[config.mk]
export PLATFORM = sky130hd
export DESIGN_NAME = lap_stopwatch_core
export DESIGN_NICKNAME = d
export VERILOG_FILES = /design/src/hw/rtl/lsw_pkg.sv /design/src/hw/rtl/lsw_state.sv /design/src/hw/rtl/lap_stopwatch_core.sv
export VERILOG_INCLUDE_DIRS = /design/src /design/src/hw/rtl
export SDC_FILE = /design/constraint.sdc
export NUM_CORES = 2
export LEC_CHECK = 0
export BUFFER_PORTS_ARGS = -buffer_cell sky130_fd_sc_hd__buf_2
export CAP_MARGIN = 20
export CELL_PAD_IN_SITES_DETAIL_PLACEMENT = 2
export CELL_PAD_IN_SITES_GLOBAL_PLACEMENT = 2
export CORE_UTILIZATION = 48
export CTS_CLUSTER_SIZE = 28
export DETAILED_ROUTE_END_ITERATION = 8
export PLACE_DENSITY_LB_ADDON = 0.1
export SETUP_SLACK_MARGIN = 0.5
export SYNTH_ARGS = -nofsm -noshare
export SYNTH_HDL_FRONTEND = slang
export SYNTH_SLANG_ARGS = --single-unit
export TNS_END_PERCENT = 20
[constraint.sdc]
create_clock -name clk -period 26.7 [get_ports clk]
set_input_delay 1.335 -clock clk [delete_from_list [all_inputs] [get_ports clk]]
set_output_delay 1.335 -clock clk [all_outputs]
set_load 0.01 [all_outputs]
[src/hw/rtl/lap_stopwatch_core_assert.svh]
// ----------------------------------------------------------------------------
// lap_stopwatch_core_assert.svh
// Assertion macros for the stopwatch core RTL; empty under synthesis.
// ----------------------------------------------------------------------------
`ifndef LAP_STOPWATCH_CORE_ASSERT_SVH
`define LAP_STOPWATCH_CORE_ASSERT_SVH
`ifndef SYNTHESIS
// same-cycle implication
`define LSW_ASSERT_SAME(lbl, clk, rst_n, ante, cons, msg) \
	lbl: assert property (@(posedge clk) disable iff (!rst_n) (ante) |-> (cons)) \
		else $error(msg);
// next-cycle implication
`define LSW_ASSERT_NEXT(lbl, clk, rst_n, ante, cons, msg) \
	lbl: assert property (@(posedge clk) disable iff (!rst_n) (ante) |=> (cons)) \
		else $error(msg);
`else
`define LSW_ASSERT_SAME(lbl, clk, rst_n, ante, cons, msg)
`define LSW_ASSERT_NEXT(lbl, clk, rst_n, ante, cons, msg)
`endif
`endif

[src/hw/rtl/lsw_pkg.sv]
// ----------------------------------------------------------------------------
// lsw_pkg
// Shared codes, widths, reciprocal constants and the result record type.
// ----------------------------------------------------------------------------
`default_nettype none
package lsw_pkg;

	// input word kinds
	localparam logic [1:0] MODE_TIME      = 2'd0;
	localparam logic [1:0] MODE_PRIMARY   = 2'd1;
	localparam logic [1:0] MODE_SECONDARY = 2'd2;

	// run state codes on the result port
	localparam logic [1:0] RS_IDLE = 2'd0;
	localparam logic [1:0] RS_RUN  = 2'd1;
	localparam logic [1:0] RS_STOP = 2'd2;

	localparam int LAP_SLOTS = 3;
	localparam int LAP_CNT_W = 2;
	localparam int TIME_W    = 32;
	localparam int LAPNUM_W  = 16;

	// widths of the split of elapsed time
	localparam int CS_W    = 29;	// elapsed / 10
	localparam int Q100_W  = 23;	// elapsed / 1000
	localparam int MIN_W   = 17;
	localparam int SEC_W   = 6;
	localparam int CENTI_W = 7;

	// reciprocals: x/10 = (x*R10)>>35, x/100 = (x*R100)>>37, x/60 = (x*R60)>>29
	localparam logic [31:0] RECIP_10  = 32'hCCCC_CCCD;
	localparam logic [31:0] RECIP_100 = 32'h51EB_851F;
	localparam logic [23:0] RECIP_60  = 24'd8947849;
	localparam int CENTI_PER_SEC = 100;
	localparam int SEC_PER_MIN   = 60;

	// stopwatch view after one word
	typedef struct packed {
		logic [1:0]                          run_state;
		logic [TIME_W-1:0]                   elapsed_ms;
		logic [LAP_CNT_W-1:0]                laps_shown;
		logic [LAP_SLOTS-1:0][TIME_W-1:0]    lap_ms;
		logic [LAP_SLOTS-1:0][LAPNUM_W-1:0]  lap_num;
	} view_t;

endpackage
`default_nettype wire

[src/hw/rtl/lsw_state.sv]
// ----------------------------------------------------------------------------
// lsw_state
// Stopwatch state machine and lap memory; presents the view after each word.
// ----------------------------------------------------------------------------
`default_nettype none
module lsw_state (
	input  wire logic                 clk,
	input  wire logic                 arst_n,
	input  wire logic                 take,
	input  wire logic [1:0]           mode,
	input  wire logic [31:0]          now_ms,
	output lsw_pkg::view_t            view
);

	typedef enum logic [1:0] {
		PH_IDLE = lsw_pkg::RS_IDLE,
		PH_RUN  = lsw_pkg::RS_RUN,
		PH_STOP = lsw_pkg::RS_STOP
	} phase_t;

	localparam int TW = lsw_pkg::TIME_W;
	localparam int NW = lsw_pkg::LAPNUM_W;
	localparam int LS = lsw_pkg::LAP_SLOTS;
	localparam int CW = lsw_pkg::LAP_CNT_W;

	phase_t                 phase_q, phase_n;
	logic [TW-1:0]          cur_q, cur_n;
	logic [TW-1:0]          acc_q, acc_n;
	logic [TW-1:0]          seg_q, seg_n;
	logic [CW-1:0]          valid_q, valid_n;
	logic [NW-1:0]          total_q, total_n;
	logic [LS-1:0][TW-1:0]  lap_ms_q, lap_ms_n;
	logic [LS-1:0][NW-1:0]  lap_num_q, lap_num_n;
	logic [TW-1:0]          elapsed_now;
	logic                   clear;

	// elapsed time as the state stands before this word
	assign elapsed_now = acc_q + ((phase_q == PH_RUN) ? (cur_q - seg_q) : '0);

	// next state
	always_comb begin
		phase_n   = phase_q;
		cur_n     = cur_q;
		acc_n     = acc_q;
		seg_n     = seg_q;
		valid_n   = valid_q;
		total_n   = total_q;
		lap_ms_n  = lap_ms_q;
		lap_num_n = lap_num_q;
		clear     = 1'b0;
		unique case (mode)
			lsw_pkg::MODE_TIME: begin
				cur_n = now_ms;
			end
			lsw_pkg::MODE_PRIMARY: begin
				unique case (phase_q)
					PH_IDLE: begin
						seg_n   = cur_q;
						phase_n = PH_RUN;
					end
					PH_RUN: begin
						// record a lap, newest in slot 0
						total_n   = total_q + NW'(1);
						lap_ms_n  = {lap_ms_q[LS-2:0], elapsed_now};
						lap_num_n = {lap_num_q[LS-2:0], total_n};
						if (valid_q != CW'(LS)) begin
							valid_n = valid_q + CW'(1);
						end
					end
					default: begin
						clear = 1'b1;
					end
				endcase
			end
			lsw_pkg::MODE_SECONDARY: begin
				unique case (phase_q)
					PH_RUN: begin
						acc_n   = acc_q + (cur_q - seg_q);
						phase_n = PH_STOP;
					end
					PH_STOP: begin
						seg_n   = cur_q;
						phase_n = PH_RUN;
					end
					default: begin
					end
				endcase
			end
			default: begin
			end
		endcase
		// full reset from stopped; lap slots are hidden by the count
		if (clear) begin
			phase_n = PH_IDLE;
			cur_n   = '0;
			acc_n   = '0;
			seg_n   = '0;
			valid_n = '0;
			total_n = '0;
		end
	end

	// view after this word
	always_comb begin
		view.run_state  = phase_n;
		view.elapsed_ms = acc_n + ((phase_n == PH_RUN) ? (cur_n - seg_n) : '0);
		view.laps_shown = valid_n;
		for (int k = 0; k < LS; k++) begin
			view.lap_ms[k]  = (valid_n > CW'(k)) ? lap_ms_n[k] : '0;
			view.lap_num[k] = (valid_n > CW'(k)) ? lap_num_n[k] : '0;
		end
	end

	// state registers
	always_ff @(posedge clk or negedge arst_n) begin
		if (!arst_n) begin
			phase_q <= PH_IDLE;
			cur_q   <= '0;
			acc_q   <= '0;
			seg_q   <= '0;
			valid_q <= '0;
			total_q <= '0;
		end else if (take) begin
			phase_q <= phase_n;
			cur_q   <= cur_n;
			acc_q   <= acc_n;
			seg_q   <= seg_n;
			valid_q <= valid_n;
			total_q <= total_n;
		end
	end

	// lap slots carry no reset
	always_ff @(posedge clk) begin
		if (take) begin
			lap_ms_q  <= lap_ms_n;
			lap_num_q <= lap_num_n;
		end
	end

endmodule
`default_nettype wire

[src/hw/rtl/lap_stopwatch_core.sv]
// ----------------------------------------------------------------------------
// lap_stopwatch_core
// Three-state lap stopwatch with a five-stage result pipeline that splits
// elapsed time into minutes, seconds and centiseconds.
//
//   channel | handshake            | payload
//   --------+----------------------+----------------------------------------
//   in      | in_valid / in_ready  | mode, now_ms
//   out     | out_valid / out_ready| run_state, elapsed_ms, minutes, seconds,
//           |                      | centiseconds, laps_shown, lapK_ms/number
//
// One word per cycle sustained while out_ready stays high; once taken, each
// word passes state update, /10, /100, /60 and the two remainders in turn.
// State updates at the accepting edge, so the next word sees it at once.
// Each stage holds while the stage after it is full and stalled; in_ready
// stays high while any stage ahead has a bubble.
// Reset clears the stopwatch state apart from the lap slots, and all stage valid bits.
// ----------------------------------------------------------------------------
`default_nettype none
`include "lap_stopwatch_core_assert.svh"
module lap_stopwatch_core (
	input  wire logic        clk,
	input  wire logic        arst_n,
	input  wire logic        in_valid,
	output logic             in_ready,
	input  wire logic [1:0]  mode,
	input  wire logic [31:0] now_ms,
	output logic             out_valid,
	input  wire logic        out_ready,
	output logic [1:0]       run_state,
	output logic [31:0]      elapsed_ms,
	output logic [16:0]      minutes,
	output logic [5:0]       seconds,
	output logic [6:0]       centiseconds,
	output logic [1:0]       laps_shown,
	output logic [31:0]      lap0_ms,
	output logic [15:0]      lap0_number,
	output logic [31:0]      lap1_ms,
	output logic [15:0]      lap1_number,
	output logic [31:0]      lap2_ms,
	output logic [15:0]      lap2_number
);

	localparam int CSW = lsw_pkg::CS_W;
	localparam int QW  = lsw_pkg::Q100_W;
	localparam int MW  = lsw_pkg::MIN_W;

	lsw_pkg::view_t   view_n;
	lsw_pkg::view_t   view_s1, view_s2, view_s3, view_s4, view_s5;
	logic             v_s1, v_s2, v_s3, v_s4, v_s5;
	logic             rdy_s1, rdy_s2, rdy_s3, rdy_s4, rdy_s5;
	logic             take;

	logic [CSW-1:0]   cs_s2, cs_s3;
	logic [QW-1:0]    q100_s3, q100_s4;
	logic [MW-1:0]    min_s4, min_s5;
	logic [6:0]       centi_s4, centi_s5;
	logic [5:0]       sec_s5;

	logic [63:0]      cs_prod;
	logic [63:0]      q100_prod;
	logic [47:0]      min_prod;
	logic [CSW-1:0]   centi_rem;
	logic [QW-1:0]    sec_rem;

	// stage flow control
	assign rdy_s5   = !v_s5 || out_ready;
	assign rdy_s4   = !v_s4 || rdy_s5;
	assign rdy_s3   = !v_s3 || rdy_s4;
	assign rdy_s2   = !v_s2 || rdy_s3;
	assign rdy_s1   = !v_s1 || rdy_s2;
	assign in_ready = rdy_s1;
	assign take     = in_valid && rdy_s1;

	lsw_state u_state (
		.clk    (clk),
		.arst_n (arst_n),
		.take   (take),
		.mode   (mode),
		.now_ms (now_ms),
		.view   (view_n)
	);

	// time split arithmetic
	assign cs_prod   = {32'd0, view_s1.elapsed_ms} * {32'd0, lsw_pkg::RECIP_10};
	assign q100_prod = {35'd0, cs_s2} * {32'd0, lsw_pkg::RECIP_100};
	assign min_prod  = {25'd0, q100_s3} * {24'd0, lsw_pkg::RECIP_60};
	assign centi_rem = cs_s3 - (CSW'(q100_s3) * CSW'(lsw_pkg::CENTI_PER_SEC));
	assign sec_rem   = q100_s4 - (QW'(min_s4) * QW'(lsw_pkg::SEC_PER_MIN));

	// stage valid bits
	always_ff @(posedge clk or negedge arst_n) begin
		if (!arst_n) begin
			v_s1 <= 1'b0;
			v_s2 <= 1'b0;
			v_s3 <= 1'b0;
			v_s4 <= 1'b0;
			v_s5 <= 1'b0;
		end else begin
			if (rdy_s1) v_s1 <= in_valid;
			if (rdy_s2) v_s2 <= v_s1;
			if (rdy_s3) v_s3 <= v_s2;
			if (rdy_s4) v_s4 <= v_s3;
			if (rdy_s5) v_s5 <= v_s4;
		end
	end

	// stage payload
	always_ff @(posedge clk) begin
		if (take) begin
			view_s1 <= view_n;
		end
		if (rdy_s2 && v_s1) begin
			view_s2 <= view_s1;
			cs_s2   <= cs_prod[63:35];
		end
		if (rdy_s3 && v_s2) begin
			view_s3 <= view_s2;
			cs_s3   <= cs_s2;
			q100_s3 <= q100_prod[59:37];
		end
		if (rdy_s4 && v_s3) begin
			view_s4  <= view_s3;
			q100_s4  <= q100_s3;
			min_s4   <= min_prod[45:29];
			centi_s4 <= centi_rem[6:0];
		end
		if (rdy_s5 && v_s4) begin
			view_s5  <= view_s4;
			min_s5   <= min_s4;
			centi_s5 <= centi_s4;
			sec_s5   <= sec_rem[5:0];
		end
	end

	// result ports
	assign out_valid    = v_s5;
	assign run_state    = view_s5.run_state;
	assign elapsed_ms   = view_s5.elapsed_ms;
	assign minutes      = min_s5;
	assign seconds      = sec_s5;
	assign centiseconds = centi_s5;
	assign laps_shown   = view_s5.laps_shown;
	assign lap0_ms      = view_s5.lap_ms[0];
	assign lap0_number  = view_s5.lap_num[0];
	assign lap1_ms      = view_s5.lap_ms[1];
	assign lap1_number  = view_s5.lap_num[1];
	assign lap2_ms      = view_s5.lap_ms[2];
	assign lap2_number  = view_s5.lap_num[2];

	// checks
	`LSW_ASSERT_SAME(a_split_range, clk, arst_n, out_valid, centiseconds < 7'd100 && seconds < 6'd60, "time split out of range")
	`LSW_ASSERT_SAME(a_idle_zero, clk, arst_n, out_valid && run_state == lsw_pkg::RS_IDLE, elapsed_ms == 32'd0 && laps_shown == 2'd0, "idle result not cleared")
	`LSW_ASSERT_SAME(a_hidden_lap, clk, arst_n, out_valid && laps_shown == 2'd0, lap0_ms == 32'd0 && lap0_number == 16'd0, "hidden lap slot not zero")
	`LSW_ASSERT_NEXT(a_take_fills, clk, arst_n, take, v_s1, "taken word missing in first stage")

endmodule
`default_nettype wire

==> qor.yml <==
drt:
  initialDrtViolationCount: 7767
  drc_viols: 0
  drt-wirelength-per-cell_um: 41.29
  antenna_left: 0
  firstDrtPassIters: 6
  avgViaCountPerCell: 6.445
  wire_length_after_detailed_routing_um: 408100
  detailroute.via_count: 63710
final_layout:
  layout.core_utilization: 0.5360
  areaGrowthSynthToFinish_pct: 10.78
  layout-drive-gt1-share: 0.08258
  design.final.nets: 9170
  area_taken_by_multi_input_logic_gates_um2: 43110
  final_cell_count_no_fill: 9884
  ff_latch_area_um2: 37950
  fill_cells: 17090
worst_setup_path:
  required_ns: 27.28
  cp.arrival_ns: 11.42
  crit_path_cell_trace: "fa_1 -> ha_1 -> inv_1 -> fa_1 -> fa_1 -> inv_1 -> fa_1 -> fa_1 -> fa_1 -> fa_1 -> ha_1 -> a21oi_1 -> o21ai_0 -> a211o_1 -> o211ai_1 -> and4bb_2 -> a21oi_4 -> a2111oi_2 -> o21bai_1 -> buf_4 -> a21o_1 -> a21o_1 -> xor2_1"
  worst_path_largest_cell_delay_ns: 1.16
  critical_path_class: "reg -> reg"
  slowest_stage: "sky130_fd_sc_hd__a2111oi_2"
  cp-end-kind: "flop"
  setup.worst_path.start_class: "flop"
  crit_path_max_fanout: 6
  critical_path.most_common_cell: "sky130_fd_sc_hd__fa_1"
  worstPathBufferInverterCount: 3
  family_with_the_most_delay_on_the_worst_path: "adder cells"
timing:
  setup_viol: 0
  fin_worst_skew_ns: 0.1019
  rsz_0062_raised_after_global_routing: "no"
  slew_viol_final: 4
  tightestPinTransition_ns: 1.984
  final-hold-violation-count: 0
  max_freq_ghz: 0.09223
  post-route-min-period_ns: 10.84
  slew-limit-headroom: -0.3368
  totalNegativeSetupSlack_ns: 0
  finalCritPeriodShare: 0.4061
synthesis:
  number_of_synthesized_flops_with_an_enable_pin: 1163
  mean_instance_size_in_the_synthesized_netlist_um2: 12.39
  postSynth.asyncResetShare: 0.09424
  synth.top_cells.by_area: "sky130_fd_sc_hd__edfxtp_1 (40%), sky130_fd_sc_hd__fa_1 (19%), sky130_fd_sc_hd__ha_1 (15%)"
  syn_nets: 8835
  synth_top_cell_by_area: "sky130_fd_sc_hd__edfxtp_1"
  post_synth_instance_area_um2: 86430
  most_numerous_cell_types_in_the_synthesized_netlist: "sky130_fd_sc_hd__inv_1 (1334), sky130_fd_sc_hd__edfxtp_1 (1163), sky130_fd_sc_hd__ha_1 (1017)"
  syn_inst: 6976
  synth_top_area_share: 0.4041
  synth_sequential_area_ratio: 0.4391
  synth_seq_cells: 1284
  synthMostInstantiatedCell: "sky130_fd_sc_hd__inv_1"
  number_of_unique_standard_cell_types_used_by_synthesis: 80
  postSynth.topFlopCell: "sky130_fd_sc_hd__edfxtp_1"
  yosysWarnings: 0
floorplanning:
  num_rows: 155
  io-pin-count: 250
  die_h_um: 426.3
  die_w_um: 426.3
  fp.dieArea_um2: 181800
  floorplan.core_area_um2: 178600
  initial_utilization: 0.4839
clock_network:
  clkSlewWorstSetupHoldPaths_ns: 0.07
  max-clock-path-buffers: 3
  clock_latency_ns: 0.90
  cts.repair_timing.setup_buffer_count: 0
  number_of_gates_given_a_new_drive_strength_after_cts: 0
  post_cts_hold_buffer_count: 0
  clock_buffer_count_from_cts: 148
  root_buffer: "sky130_fd_sc_hd__clkbuf_16"
  clock_sinks: 1284
  clock_tree_from_tritoncts: "yes"
  h-tree-depth: 4
run_status:
  outcome: "complete, but fails checks"
  failing_checks: "max-capacitance violations, max-slew violations"
global_route:
  antenna_violations_before_repair: 105
  grt_max_degree: 144
  grt.total_usage: 0.4684
  first_global_vias: 70010
  gr-total-overflow: 0
  grt_first_pass_wirelength_um: 576300
placement:
  dpl.cell_count: 9506
  io_buffer_count: 249
  detailedPlacementHpwl_um: 273100
  place.gp.congestion: 0.9439
job:
  max-cap-violations: 1
min_path:
  hold_path.class: "reg -> reg"
==> final cells by class <==
type,count,share of cell area
diodes,94,0.002457
clock buffers,197,0.04166
clock inverters,77,0.007972
inverters,1334,0.05238
multi-input cells,4244,0.4503
flip-flops and latches,1284,0.3964
well taps,2355,0.03078
repair buffers,299,0.01811
==> sequential cells by signal (all words and copies together) (netlist names), 16 cells and up <==
| name | flops |
|---|---|
| q100_s3 | 23 |
| lap0_number | 16 |
| u_state.acc_q | 32 |
| u_state.lap_ms_q | 96 |
| lap2_ms | 32 |
| lap1_ms | 32 |
| view_s2 | 180 |
| lap2_number | 16 |
| cs_s2 | 29 |
| u_state.total_q | 16 |
| lap1_number | 16 |
| u_state.seg_q | 32 |
| view_s4 | 180 |
| minutes | 17 |
| u_state.cur_q | 32 |
| view_s1 | 180 |
| elapsed_ms | 32 |
| min_s4 | 17 |
| lap0_ms | 32 |
| u_state.lap_num_q | 48 |
| view_s3 | 180 |
==> final timing paths <==
kind	start	to	slack [ns]	cells past startpoint
setup / recovery	cs_s2[24]	q100_s3[15]	15.86	23
min in group asynchronous	arst_n	u_state.acc_q[3]	0.47	1
setup reg to reg	cs_s2[24]	q100_s3[15]	15.86	23
max in group asynchronous	arst_n	u_state.cur_q[23]	24.67	2
hold reg to reg	view_s3[162]	view_s4[162]	0.38	0
hold / removal	view_s3[162]	view_s4[162]	0.38	0
==> logic make-up after synthesis <==
group | count (synthesis) | share of synthesized area
xor gates and xnor gates | 235 | 0.02406
DFF | 1284 | 0.4391
and+or+nand+nor | 1200 | 0.06292
adders and majority gates | 1821 | 0.3335
buffers and inverters | 1448 | 0.06289
AOI/OAI and AO/OA | 906 | 0.06733
muxes | 82 | 0.01022
==> worst reg2reg max path: stages (launching register included) <==
cell and delay [ns]:
sky130_fd_sc_hd__edfxtp_1 0.64, sky130_fd_sc_hd__fa_1 0.71, sky130_fd_sc_hd__ha_1 0.44, sky130_fd_sc_hd__inv_1 0.40
sky130_fd_sc_hd__fa_1 0.53, sky130_fd_sc_hd__fa_1 0.73, sky130_fd_sc_hd__inv_1 0.36, sky130_fd_sc_hd__fa_1 0.66
sky130_fd_sc_hd__fa_1 0.47, sky130_fd_sc_hd__fa_1 0.53, sky130_fd_sc_hd__fa_1 0.45, sky130_fd_sc_hd__ha_1 0.37
sky130_fd_sc_hd__a21oi_1 0.31, sky130_fd_sc_hd__o21ai_0 0.18, sky130_fd_sc_hd__a211o_1 0.34, sky130_fd_sc_hd__o211ai_1 0.12
sky130_fd_sc_hd__and4bb_2 0.35, sky130_fd_sc_hd__a21oi_4 0.15, sky130_fd_sc_hd__a2111oi_2 1.17, sky130_fd_sc_hd__o21bai_1 0.46
sky130_fd_sc_hd__buf_4 0.32, sky130_fd_sc_hd__a21o_1 0.24, sky130_fd_sc_hd__a21o_1 0.23, sky130_fd_sc_hd__xor2_1 0.44
==> per-stage QoR <==
step / hold slack [ns] / instance area (µm²) / worst slack, ns
2_1_floorplan: 0.4003 / 86430 / 14.07
3_3_place_gp: 0.4001 / 90570 / 18.22
3_5_place_dp: 0.4051 / 90600 / 17.39
4_1_cts: 0.3870 / 95350 / 17.16
5_1_grt: 0.3914 / 95600 / 15.02
6_report: 0.3782 / 95740 / 15.86
==> layout by cell type, fill, tap and decap left out, types with 9 or more instances in the layout <==
cell type and n:
sky130_fd_sc_hd__nor2b_1 32, sky130_fd_sc_hd__clkinv_1 25, sky130_fd_sc_hd__clkbuf_8 9, sky130_fd_sc_hd__and3_1 85
sky130_fd_sc_hd__xnor2_1 156, sky130_fd_sc_hd__o21a_1 29, sky130_fd_sc_hd__nand2_1 591, sky130_fd_sc_hd__nand4_1 36
sky130_fd_sc_hd__nor2_1 211, sky130_fd_sc_hd__mux2_2 50, sky130_fd_sc_hd__nor3_1 29, sky130_fd_sc_hd__o21bai_1 28
sky130_fd_sc_hd__clkbuf_16 149, sky130_fd_sc_hd__edfxtp_1 1163, sky130_fd_sc_hd__inv_1 1332, sky130_fd_sc_hd__buf_4 43
sky130_fd_sc_hd__a211oi_1 29, sky130_fd_sc_hd__dfrtp_1 121, sky130_fd_sc_hd__clkbuf_1 40, sky130_fd_sc_hd__ha_1 1016
sky130_fd_sc_hd__a21o_1 145, sky130_fd_sc_hd__o31ai_1 14, sky130_fd_sc_hd__o21ai_0 205, sky130_fd_sc_hd__nand3_1 53
sky130_fd_sc_hd__mux2i_1 32, sky130_fd_sc_hd__clkinv_2 21, sky130_fd_sc_hd__and2_1 72, sky130_fd_sc_hd__or3_1 9
sky130_fd_sc_hd__o211ai_1 10, sky130_fd_sc_hd__fa_1 804, sky130_fd_sc_hd__a21oi_1 277, sky130_fd_sc_hd__diode_2 94
sky130_fd_sc_hd__or2_2 13, sky130_fd_sc_hd__xor2_1 77, sky130_fd_sc_hd__buf_2 248, sky130_fd_sc_hd__a31oi_1 25
sky130_fd_sc_hd__nand2b_1 30, sky130_fd_sc_hd__a22o_1 44
==> routing by layer <==
metal	GRT usage	vias to the layer above	part of all wire
met1	0.4662	32500	0.32
li1	-	24280	-
met2	0.7099	4502	0.46
met3	0.2371	2358	0.10
met4	0.4083	74	0.11
met5	0.1108	-	0.0058
Power is left out: the tool's default activity adds up to more than one toggle a clock period on the data nets, which glitch-free logic cannot reach.
